## config.mk

```make
export PLATFORM = sky130hd
export DESIGN_NAME = signed_integer_alu_core
export DESIGN_NICKNAME = d
export VERILOG_FILES = /design/src/rtl/sia_pkg.sv /design/src/rtl/sia_datapath.sv /design/src/rtl/signed_integer_alu_core.sv
export SDC_FILE = /design/constraint.sdc
export NUM_CORES = 1
export LEC_CHECK = 0
export BUFFER_PORTS_ARGS = -buffer_cell sky130_fd_sc_hd__buf_2
export CAP_MARGIN = 30
export CORE_MARGIN = 4
export CORE_UTILIZATION = 50
export CTS_CLUSTER_DIAMETER = 150
export DETAILED_ROUTE_END_ITERATION = 8
export PLACE_DENSITY = 0.67
export SETUP_SLACK_MARGIN = 0.2
export SLEW_MARGIN = 20
export SYNTH_ARGS = -nofsm -noshare
export SYNTH_HDL_FRONTEND = slang
export SYNTH_HIERARCHICAL = 1
export SYNTH_SLANG_ARGS = --single-unit
export TNS_END_PERCENT = 5
```

## constraint.sdc

```tcl
create_clock -name clk_i -period 14.52 [get_ports clk_i]
set_clock_uncertainty 0.1 [all_clocks]
set_input_delay 2.904 -clock clk_i [delete_from_list [all_inputs] [get_ports clk_i]]
set_output_delay 2.904 -clock clk_i [all_outputs]
set_load 0.005 [all_outputs]
```

## src/rtl/sia_pkg.sv

```systemverilog
`timescale 1ns / 1ps
// ----------------------------------------------------------------------------
// sia_pkg
// Shared types, codes and the microprogram of the signed integer ALU.
// ----------------------------------------------------------------------------
package sia_pkg;

  localparam int SIA_WORD_BITS  = 32;
  localparam int SIA_UADDR_BITS = 5;

  typedef logic [SIA_UADDR_BITS-1:0] uaddr_t;

  typedef enum logic [2:0] {
    OP_ADD = 3'd0,
    OP_SUB = 3'd1,
    OP_MUL = 3'd2,
    OP_DIV = 3'd3,
    OP_POW = 3'd4,
    OP_REM = 3'd5
  } op_e;

  // datapath action for one microstep
  typedef enum logic [3:0] {
    ACT_NOP      = 4'd0,
    ACT_ADD      = 4'd1,
    ACT_SUB      = 4'd2,
    ACT_MUL_INIT = 4'd3,
    ACT_MUL_STEP = 4'd4,
    ACT_RES_ACC  = 4'd5,
    ACT_DIV_INIT = 4'd6,
    ACT_DIV_STEP = 4'd7,
    ACT_RES_QUO  = 4'd8,
    ACT_RES_REM  = 4'd9,
    ACT_POW_INIT = 4'd10,
    ACT_POW_UPD  = 4'd11,
    ACT_RES_A    = 4'd12,
    ACT_RES_ERR  = 4'd13,
    ACT_RES_ZERO = 4'd14
  } act_e;

  // jump condition
  typedef enum logic [2:0] {
    C_NEVER    = 3'd0,
    C_ALWAYS   = 3'd1,
    C_CNT_MORE = 3'd2,
    C_B_ZERO   = 3'd3,
    C_B_NEG    = 3'd4,
    C_E_ZERO   = 3'd5
  } cond_e;

  typedef struct packed {
    act_e   act;
    cond_e  cond;
    uaddr_t target;
    logic   done;
  } ucode_t;

  typedef struct packed {
    logic cnt_more;
    logic b_zero;
    logic b_neg;
    logic e_zero;
  } dp_status_t;

  // microprogram addresses
  localparam uaddr_t UA_ADD      = 5'd0;
  localparam uaddr_t UA_SUB      = 5'd1;
  localparam uaddr_t UA_MUL      = 5'd2;
  localparam uaddr_t UA_MUL_LOOP = 5'd3;
  localparam uaddr_t UA_MUL_END  = 5'd4;
  localparam uaddr_t UA_DIV      = 5'd5;
  localparam uaddr_t UA_DIV_INIT = 5'd6;
  localparam uaddr_t UA_DIV_LOOP = 5'd7;
  localparam uaddr_t UA_DIV_END  = 5'd8;
  localparam uaddr_t UA_REM      = 5'd9;
  localparam uaddr_t UA_REM_INIT = 5'd10;
  localparam uaddr_t UA_REM_LOOP = 5'd11;
  localparam uaddr_t UA_REM_END  = 5'd12;
  localparam uaddr_t UA_POW      = 5'd13;
  localparam uaddr_t UA_POW_INIT = 5'd14;
  localparam uaddr_t UA_POW_TEST = 5'd15;
  localparam uaddr_t UA_POW_MUL  = 5'd16;
  localparam uaddr_t UA_POW_LOOP = 5'd17;
  localparam uaddr_t UA_POW_UPD  = 5'd18;
  localparam uaddr_t UA_RES_A    = 5'd19;
  localparam uaddr_t UA_ERR      = 5'd20;
  localparam uaddr_t UA_ZERO     = 5'd21;
  localparam uaddr_t UA_LAST     = UA_ZERO;

  function automatic ucode_t uw(act_e act, cond_e cond, uaddr_t target, logic done);
    ucode_t w;
    w.act    = act;
    w.cond   = cond;
    w.target = target;
    w.done   = done;
    return w;
  endfunction

  function automatic ucode_t sia_ucode(uaddr_t addr);
    ucode_t w;
    case (addr)
      UA_ADD:      w = uw(ACT_ADD,      C_NEVER,    UA_ADD,      1'b1);
      UA_SUB:      w = uw(ACT_SUB,      C_NEVER,    UA_ADD,      1'b1);
      UA_MUL:      w = uw(ACT_MUL_INIT, C_NEVER,    UA_ADD,      1'b0);
      UA_MUL_LOOP: w = uw(ACT_MUL_STEP, C_CNT_MORE, UA_MUL_LOOP, 1'b0);
      UA_MUL_END:  w = uw(ACT_RES_ACC,  C_NEVER,    UA_ADD,      1'b1);
      UA_DIV:      w = uw(ACT_NOP,      C_B_ZERO,   UA_ERR,      1'b0);
      UA_DIV_INIT: w = uw(ACT_DIV_INIT, C_NEVER,    UA_ADD,      1'b0);
      UA_DIV_LOOP: w = uw(ACT_DIV_STEP, C_CNT_MORE, UA_DIV_LOOP, 1'b0);
      UA_DIV_END:  w = uw(ACT_RES_QUO,  C_NEVER,    UA_ADD,      1'b1);
      UA_REM:      w = uw(ACT_NOP,      C_B_ZERO,   UA_RES_A,    1'b0);
      UA_REM_INIT: w = uw(ACT_DIV_INIT, C_NEVER,    UA_ADD,      1'b0);
      UA_REM_LOOP: w = uw(ACT_DIV_STEP, C_CNT_MORE, UA_REM_LOOP, 1'b0);
      UA_REM_END:  w = uw(ACT_RES_REM,  C_NEVER,    UA_ADD,      1'b1);
      UA_POW:      w = uw(ACT_NOP,      C_B_NEG,    UA_ERR,      1'b0);
      UA_POW_INIT: w = uw(ACT_POW_INIT, C_NEVER,    UA_ADD,      1'b0);
      UA_POW_TEST: w = uw(ACT_NOP,      C_E_ZERO,   UA_RES_A,    1'b0);
      UA_POW_MUL:  w = uw(ACT_MUL_INIT, C_NEVER,    UA_ADD,      1'b0);
      UA_POW_LOOP: w = uw(ACT_MUL_STEP, C_CNT_MORE, UA_POW_LOOP, 1'b0);
      UA_POW_UPD:  w = uw(ACT_POW_UPD,  C_ALWAYS,   UA_POW_TEST, 1'b0);
      UA_RES_A:    w = uw(ACT_RES_A,    C_NEVER,    UA_ADD,      1'b1);
      UA_ERR:      w = uw(ACT_RES_ERR,  C_NEVER,    UA_ADD,      1'b1);
      default:     w = uw(ACT_RES_ZERO, C_NEVER,    UA_ADD,      1'b1);
    endcase
    return w;
  endfunction

  // entry point of each operation; unused codes land on the zero result
  function automatic uaddr_t sia_entry(logic [2:0] op);
    uaddr_t a;
    case (op)
      OP_ADD:  a = UA_ADD;
      OP_SUB:  a = UA_SUB;
      OP_MUL:  a = UA_MUL;
      OP_DIV:  a = UA_DIV;
      OP_POW:  a = UA_POW;
      OP_REM:  a = UA_REM;
      default: a = UA_ZERO;
    endcase
    return a;
  endfunction

endpackage

```

## src/rtl/sia_datapath.sv

```systemverilog
`timescale 1ns / 1ps
// ----------------------------------------------------------------------------
// sia_datapath
// Operand registers, shift-add multiplier with a squaring lane and
// restoring divider, driven one microstep at a time.
// ----------------------------------------------------------------------------
module sia_datapath
  import sia_pkg::*;
#(
  parameter int WORD_BITS = SIA_WORD_BITS
) (
  input  logic                 clk_i,
  input  logic                 load_i,
  input  logic signed [31:0]   operand_a_i,
  input  logic signed [31:0]   operand_b_i,
  input  logic                 step_i,
  input  ucode_t               uword_i,
  output dp_status_t           status_o,
  output logic [WORD_BITS-1:0] res_o,
  output logic                 err_o
);

  localparam int CW = $clog2(WORD_BITS);

  logic [WORD_BITS-1:0] ra_q, rb_q, re_q, m_q, pa_q, sa_q, acc_q, sq_q;
  logic [CW-1:0]        cnt_q;
  logic                 na_q, nb_q;

  logic [WORD_BITS-1:0] abs_a, abs_b;
  logic [WORD_BITS:0]   rem_sh, diff;
  logic                 qbit;

  assign abs_a  = ra_q[WORD_BITS-1] ? (~ra_q + 1'b1) : ra_q;
  assign abs_b  = rb_q[WORD_BITS-1] ? (~rb_q + 1'b1) : rb_q;
  assign rem_sh = {acc_q, m_q[WORD_BITS-1]};
  assign diff   = rem_sh - {1'b0, pa_q};
  assign qbit   = ~diff[WORD_BITS];

  assign status_o.cnt_more = (cnt_q != CW'(WORD_BITS - 1));
  assign status_o.b_zero   = (rb_q == '0);
  assign status_o.b_neg    = rb_q[WORD_BITS-1];
  assign status_o.e_zero   = (re_q == '0);

  always_ff @(posedge clk_i) begin
    if (load_i) begin
      ra_q <= WORD_BITS'(operand_a_i);
      rb_q <= WORD_BITS'(operand_b_i);
    end else if (step_i) begin
      case (uword_i.act)
        ACT_MUL_INIT: begin
          m_q   <= rb_q;
          pa_q  <= ra_q;
          sa_q  <= rb_q;
          acc_q <= '0;
          sq_q  <= '0;
          cnt_q <= '0;
        end
        ACT_MUL_STEP: begin
          if (m_q[0]) begin
            acc_q <= acc_q + pa_q;
            sq_q  <= sq_q + sa_q;
          end
          m_q   <= m_q >> 1;
          pa_q  <= pa_q << 1;
          sa_q  <= sa_q << 1;
          cnt_q <= cnt_q + 1'b1;
        end
        ACT_POW_INIT: begin
          re_q <= rb_q;
          rb_q <= ra_q;
          ra_q <= WORD_BITS'(1);
        end
        ACT_POW_UPD: begin
          if (re_q[0]) begin
            ra_q <= acc_q;
          end
          rb_q <= sq_q;
          re_q <= re_q >> 1;
        end
        ACT_DIV_INIT: begin
          na_q  <= ra_q[WORD_BITS-1];
          nb_q  <= rb_q[WORD_BITS-1];
          m_q   <= abs_a;
          pa_q  <= abs_b;
          acc_q <= '0;
          cnt_q <= '0;
        end
        ACT_DIV_STEP: begin
          acc_q <= qbit ? diff[WORD_BITS-1:0] : rem_sh[WORD_BITS-1:0];
          m_q   <= {m_q[WORD_BITS-2:0], qbit};
          cnt_q <= cnt_q + 1'b1;
        end
        default: begin
        end
      endcase
    end
  end

  always_comb begin
    res_o = '0;
    err_o = 1'b0;
    case (uword_i.act)
      ACT_ADD:     res_o = ra_q + rb_q;
      ACT_SUB:     res_o = ra_q - rb_q;
      ACT_RES_ACC: res_o = acc_q;
      ACT_RES_QUO: res_o = (na_q ^ nb_q) ? (~m_q + 1'b1) : m_q;
      ACT_RES_REM: res_o = na_q ? (~acc_q + 1'b1) : acc_q;
      ACT_RES_A:   res_o = ra_q;
      ACT_RES_ERR: err_o = 1'b1;
      default:     res_o = '0;
    endcase
  end

endmodule

```

## src/rtl/signed_integer_alu_core.sv

```systemverilog
`timescale 1ns / 1ps
// ----------------------------------------------------------------------------
// signed_integer_alu_core
// Microcoded signed integer ALU: add, subtract, multiply, divide, power and
// remainder on two's complement operands, wrapping modulo 2^WORD_BITS.
// ----------------------------------------------------------------------------
//
//  channel   direction  tdata                          tuser
//  s_axis    in         [31:0] operand_a, [63:32] b    [2:0] op
//  m_axis    out        [31:0] result                  [0] error
//
// Steps: the item is accepted when idle, then the microprogram runs. Add,
// subtract and unused codes finish in their entry step; multiply runs init,
// a shift-add loop over every bit and a result step; divide and remainder
// check for a zero divisor, then init, one quotient bit per step and result;
// power makes one squaring pass per exponent bit. The divider is restoring.
// Reset: clears the sequencer and the output valid flag; no clearing pass.
// Stalls: a finished result waits in the output register; a new item is
// taken meanwhile, and its last step holds only if that register is full.
//
module signed_integer_alu_core
  import sia_pkg::*;
#(
  parameter int WORD_BITS = SIA_WORD_BITS
) (
  input  logic        clk_i,
  input  logic        rst_ni,
  // input items
  input  logic        s_axis_tvalid,
  output logic        s_axis_tready,
  input  logic [63:0] s_axis_tdata,   // [31:0] operand_a, [63:32] operand_b
  input  logic [2:0]  s_axis_tuser,   // [2:0] op
  // result items
  output logic        m_axis_tvalid,
  input  logic        m_axis_tready,
  output logic [31:0] m_axis_tdata,   // [31:0] result
  output logic        m_axis_tuser    // [0] error
);

  // sequencer state
  logic   busy_q, busy_d;
  uaddr_t upc_q, upc_d;

  // output register
  logic        out_valid_q, out_valid_d;
  logic [31:0] out_data_q, out_data_d;
  logic        out_err_q, out_err_d;

  ucode_t               uword;
  dp_status_t           status;
  logic [WORD_BITS-1:0] dp_res;
  logic                 dp_err;
  logic                 accept, hold, step_en, taken;

  // fetch the current control word
  assign uword = sia_ucode(upc_q);

  assign s_axis_tready = ~busy_q;
  assign accept        = s_axis_tvalid & s_axis_tready;

  // hold the final step while the previous result is still unclaimed
  assign hold    = uword.done & out_valid_q & ~m_axis_tready;
  assign step_en = busy_q & ~hold;

  always_comb begin
    case (uword.cond)
      C_NEVER:    taken = 1'b0;
      C_ALWAYS:   taken = 1'b1;
      C_CNT_MORE: taken = status.cnt_more;
      C_B_ZERO:   taken = status.b_zero;
      C_B_NEG:    taken = status.b_neg;
      C_E_ZERO:   taken = status.e_zero;
      default:    taken = 1'b0;
    endcase
  end

  // load the entry point on accept; else advance the micro PC, jump, or drop back to idle
  always_comb begin
    busy_d = busy_q;
    upc_d  = upc_q;
    if (accept) begin
      busy_d = 1'b1;
      upc_d  = sia_entry(s_axis_tuser);
    end else if (step_en) begin
      if (uword.done) begin
        busy_d = 1'b0;
      end else if (taken) begin
        upc_d = uword.target;
      end else begin
        upc_d = uaddr_t'(upc_q + 1'b1);
      end
    end
  end

  // load the output register on the last step; clear valid once taken
  always_comb begin
    out_valid_d = out_valid_q;
    out_data_d  = out_data_q;
    out_err_d   = out_err_q;
    if (step_en && uword.done) begin
      out_valid_d = 1'b1;
      out_data_d  = 32'(dp_res);
      out_err_d   = dp_err;
    end else if (m_axis_tready) begin
      out_valid_d = 1'b0;
    end
  end

  always_ff @(posedge clk_i or negedge rst_ni) begin
    if (!rst_ni) begin
      busy_q      <= 1'b0;
      upc_q       <= UA_ADD;
      out_valid_q <= 1'b0;
    end else begin
      busy_q      <= busy_d;
      upc_q       <= upc_d;
      out_valid_q <= out_valid_d;
    end
  end

  always_ff @(posedge clk_i) begin
    out_data_q <= out_data_d;
    out_err_q  <= out_err_d;
  end

  sia_datapath #(
    .WORD_BITS (WORD_BITS)
  ) u_datapath (
    .clk_i       (clk_i),
    .load_i      (accept),
    .operand_a_i (s_axis_tdata[31:0]),
    .operand_b_i (s_axis_tdata[63:32]),
    .step_i      (step_en),
    .uword_i     (uword),
    .status_o    (status),
    .res_o       (dp_res),
    .err_o       (dp_err)
  );

  assign m_axis_tvalid = out_valid_q;
  assign m_axis_tdata  = out_data_q;
  assign m_axis_tuser  = out_err_q;

  // the micro PC never leaves the microprogram
  assert property (@(posedge clk_i) disable iff (!rst_ni)
    busy_q |-> (upc_q <= UA_LAST))
    else $error("micro PC outside the program");

  // a last step that is not held always delivers a result
  assert property (@(posedge clk_i) disable iff (!rst_ni)
    step_en && uword.done |=> m_axis_tvalid && !busy_q)
    else $error("final step did not deliver a result");

  // an error result carries a zero word
  assert property (@(posedge clk_i) disable iff (!rst_ni)
    m_axis_tvalid && m_axis_tuser |-> (m_axis_tdata == '0))
    else $error("error result with non-zero data");

  // a running program stays busy until its last step
  assert property (@(posedge clk_i) disable iff (!rst_ni)
    busy_q && !uword.done |=> busy_q)
    else $error("sequencer went idle before its last step");

endmodule
```

==> results.sh <==
export IMPL_status="complete, no violations"
export IMPL_syn_inst=2771
export IMPL_path_common_cell="a21oi_1"
export IMPL_antenna_found_initial=1
export IMPL_wl_met3_mm=7.11
export IMPL_critical_path_cell_chain="inv_1 > o211ai_1 > a21oi_1 > a21oi_1 > nor2b_1 > nand2_1 > o21ai_0 > inv_1 > ha_1 > nor2b_1 > o31ai_1 > a21oi_1 > o21ai_0 > a31oi_1 > a21oi_1 > o211ai_1 > a31oi_1 > nand4b_1 > o311ai_0"
export IMPL_startpoint_type="flop"
export IMPL_fp_dieH_um=229
export IMPL_start_util=0.508
export IMPL_synth_flop_cell="edfxtp_1"
export IMPL_dp_slack_ns=7.54
export IMPL_vias_per_cell=6.45
export IMPL_r2r_slack_ns=7.39
export IMPL_clk_latency_ns=0.56
export IMPL_dieWidth_um=229
export IMPL_grt_max_degree=75
export IMPL_fin_crit_sh=0.491
export IMPL_hold_viol=0
export IMPL_avgSynthCellArea_um2=8.79
export IMPL_worst_slack_ns=7.39
export IMPL_finalSetupTns_ns=0
export IMPL_postCtsSetupBuffers=0
export IMPL_synth_largest_area_cell="edfxtp_1"
export IMPL_synth_edf_count=296
export IMPL_worst_pin_slew_ns=1.02
export IMPL_postRouteAntennaNets=0
export IMPL_remaining_drc_errors=0
export IMPL_setup_violations=0
export IMPL_yosysWarningCount=6
export IMPL_cts_root_buf="clkbuf_16"
export IMPL_synth_nets=2986
export IMPL_min_period_ns=7.13
export IMPL_htree_levels=2
export IMPL_holdWs_ns=0.444
export IMPL_synth_top_area_share=0.365
export IMPL_max_slew_margin_rel=0.312
export IMPL_rows=80
export IMPL_first_iter_violations=2408
export IMPL_fmax_mhz=140
export IMPL_arrival_ns=7.38
export IMPL_wl_met1_mm=34.8
export IMPL_synth_cell_type_count=87
export IMPL_vias=22100
export IMPL_cts_hold_buffers=0
export IMPL_drv_cap=0
export IMPL_num_fill_cells=4355
export IMPL_fp_dieArea_um2=52300
export IMPL_numPortBuffers=105
export IMPL_ys_top_cells_by_count="425 x nand2_1, 296 x edfxtp_1, 255 x o21ai_0, 186 x a21oi_1, 171 x nor2_1"
export IMPL_r2r_start="upc_q[2]$_DFFE_PN0P_"
export IMPL_totalWireLength_mm=78.0
export IMPL_drive_gt1_frac=0.0908
export IMPL_wl_met2_mm=33.5
export IMPL_rsz0062_at_grt="false"
export IMPL_synth_top_cells_by_area="edfxtp_1 36%, ha_1 7.2%, nand2_1 6.5%"
export IMPL_cts_sinks=303
export IMPL_yosysSeqAreaShare=0.372
export IMPL_cts_tree="built"
export IMPL_worstPathMaxFanout=29
export IMPL_place_congestion=0.956
export IMPL_wl_per_cell_um=22.7
export IMPL_grt_util_all_layers=0.285
export IMPL_critPathCaptureType="flop"
export IMPL_path_class="reg -> reg"
export IMPL_drv_slew=0
export IMPL_crit_end="m_axis_tdata[31]$_DFFE_PP_"
export IMPL_netlist_area_um2=24400
export IMPL_drt_first_pass_iters=9
export IMPL_critPathMaxStageDelay_ns=0.92
export IMPL_synth_most_common_cell="nand2_1"
export IMPL_reg2reg_depth=19
export IMPL_hold_path_class="reg -> reg"
export IMPL_overflow=0
export IMPL_cts_buffers=38
export IMPL_maxUsedRoutingLayer="met5"
export IMPL_path_clk_slew_ns=0.06
export IMPL_final_net_count=3005
export IMPL_cts_resized=0
export IMPL_dp_hpwl_mm=57.7
export IMPL_cts_buffer_depth=3
export IMPL_area_growth_pct=9.32
export IMPL_synth_async_reset_ratio=0.0231
export IMPL_grt_pass1_wl_mm=119
export IMPL_io_pins=106
export IMPL_required_ns=14.77
export IMPL_crit_slowest_cell="dfrtp_1"
export IMPL_diodes=0
export IMPL_synth_seq_cells=303
export IMPL_rr_endpoint="m_axis_tdata[31]$_DFFE_PP_"
export IMPL_setup_worst_path_start="upc_q[2]$_DFFE_PN0P_"
export IMPL_grt_pass1_vias=20700
export IMPL_core_um2=47900
[how the worst min path moves through the flow]
stage,start,end,depth (start not counted),slack (ns)
after global routing,u_datapath/re_q[3]$_DFFE_PP_,u_datapath/re_q[2]$_DFFE_PP_,2,0.46
after floorplan,u_datapath/ra_q[31]$_DFFE_PP_,u_datapath/na_q$_DFFE_PP_,0,0.32
final,u_datapath/re_q[3]$_DFFE_PP_,u_datapath/re_q[2]$_DFFE_PP_,2,0.44
after CTS,u_datapath/re_q[3]$_DFFE_PP_,u_datapath/re_q[2]$_DFFE_PP_,2,0.44
after detailed placement,u_datapath/re_q[30]$_DFFE_PP_,u_datapath/re_q[29]$_DFFE_PP_,2,0.43
after global placement,u_datapath/re_q[11]$_DFFE_PP_,u_datapath/re_q[10]$_DFFE_PP_,2,0.42
[worst max-delay path, delay by kind of cell, from the launching register on]
| family | cells | cell delay [ns] |
|---|---|---|
| AOI/OAI and AO/OA | 12 | 3.87 |
| buffers and inverters | 2 | 0.44 |
| adders and majority gates | 1 | 0.29 |
| and+or+nand+nor | 4 | 1.27 |
| DFF | 1 | 0.92 |
[logic make-up after synthesis]
group / after synthesis / share of synthesized area
AOI/OAI and AO/OA: 857 / 0.223
xor gates and xnor gates: 242 / 0.0870
adders and majority gates: 144 / 0.0752
buffers and inverters: 242 / 0.0398
DFF: 303 / 0.372
muxes: 69 / 0.0287
and+or+nand+nor: 914 / 0.175
[layer usage]
metal / global-route usage / vias up
met3: 0.0436 / 118
li1: - / 10300
met1: 0.420 / 10700
met5: 0 / -
met2: 0.428 / 1038
met4: 0.0964 / 2
[cell usage in the layout (no fill, tap or decap), types with 7 or more instances in the layout]
cell type  instances
nand2_1          424
edfxtp_1         296
o21ai_0          253
a21oi_1          184
nor2_1           168
ha_1             140
xor2_1           140
buf_2            105
xnor2_1          101
inv_1             77
a21o_1            77
mux2i_1           65
nand3_1           46
o22ai_1           44
nor3_1            43
clkbuf_16         38
or3_1             38
a22oi_1           37
o31ai_1           37
nand2b_1          36
o211ai_1          35
buf_4             35
nor2b_1           27
a31oi_1           26
and3_1            19
o21a_1            19
o221ai_1          19
a221oi_1          16
nand4_1           16
or4_1             16
nor4_1            15
a222oi_1          14
and2_1            13
or2_2             12
a211oi_1          12
o41ai_1           12
dfrtp_1            7
o21bai_1           7
[registers in the layout, summed over array words and instances (netlist names), 5 cells and up]
signal            cells
u_datapath/cnt_q      5
m_axis_tdata         32
u_datapath/sa_q      32
upc_q                 5
u_datapath/ra_q      32
u_datapath/acc_q     32
u_datapath/rb_q      32
u_datapath/re_q      32
u_datapath/m_q       32
u_datapath/sq_q      32
u_datapath/pa_q      32
[per-stage QoR]
step	instances	util	instance area, µm²
after floorplan	2771	-	24400
after global placement	3362	0.528	25300
after detailed placement	3365	0.530	25400
after CTS	3434	0.556	26600
after global routing	3434	0.556	26600
final	3434	0.556	26600
[area by class of cell]
cell class / instances / area [µm²] / area share
multi-input cells: 2226 / 14400 / 0.541
flip-flops and latches: 303 / 9060 / 0.340
inverters: 78 / 295 / 0.0111
clock inverters: 22 / 221 / 0.00831
repair buffers: 143 / 856 / 0.0321
well taps: 615 / 769 / 0.0289
clock buffers: 47 / 1010 / 0.0381
Power is not shown: default switching activity piles up to over one toggle a cycle in this logic, so the estimate is an artifact.
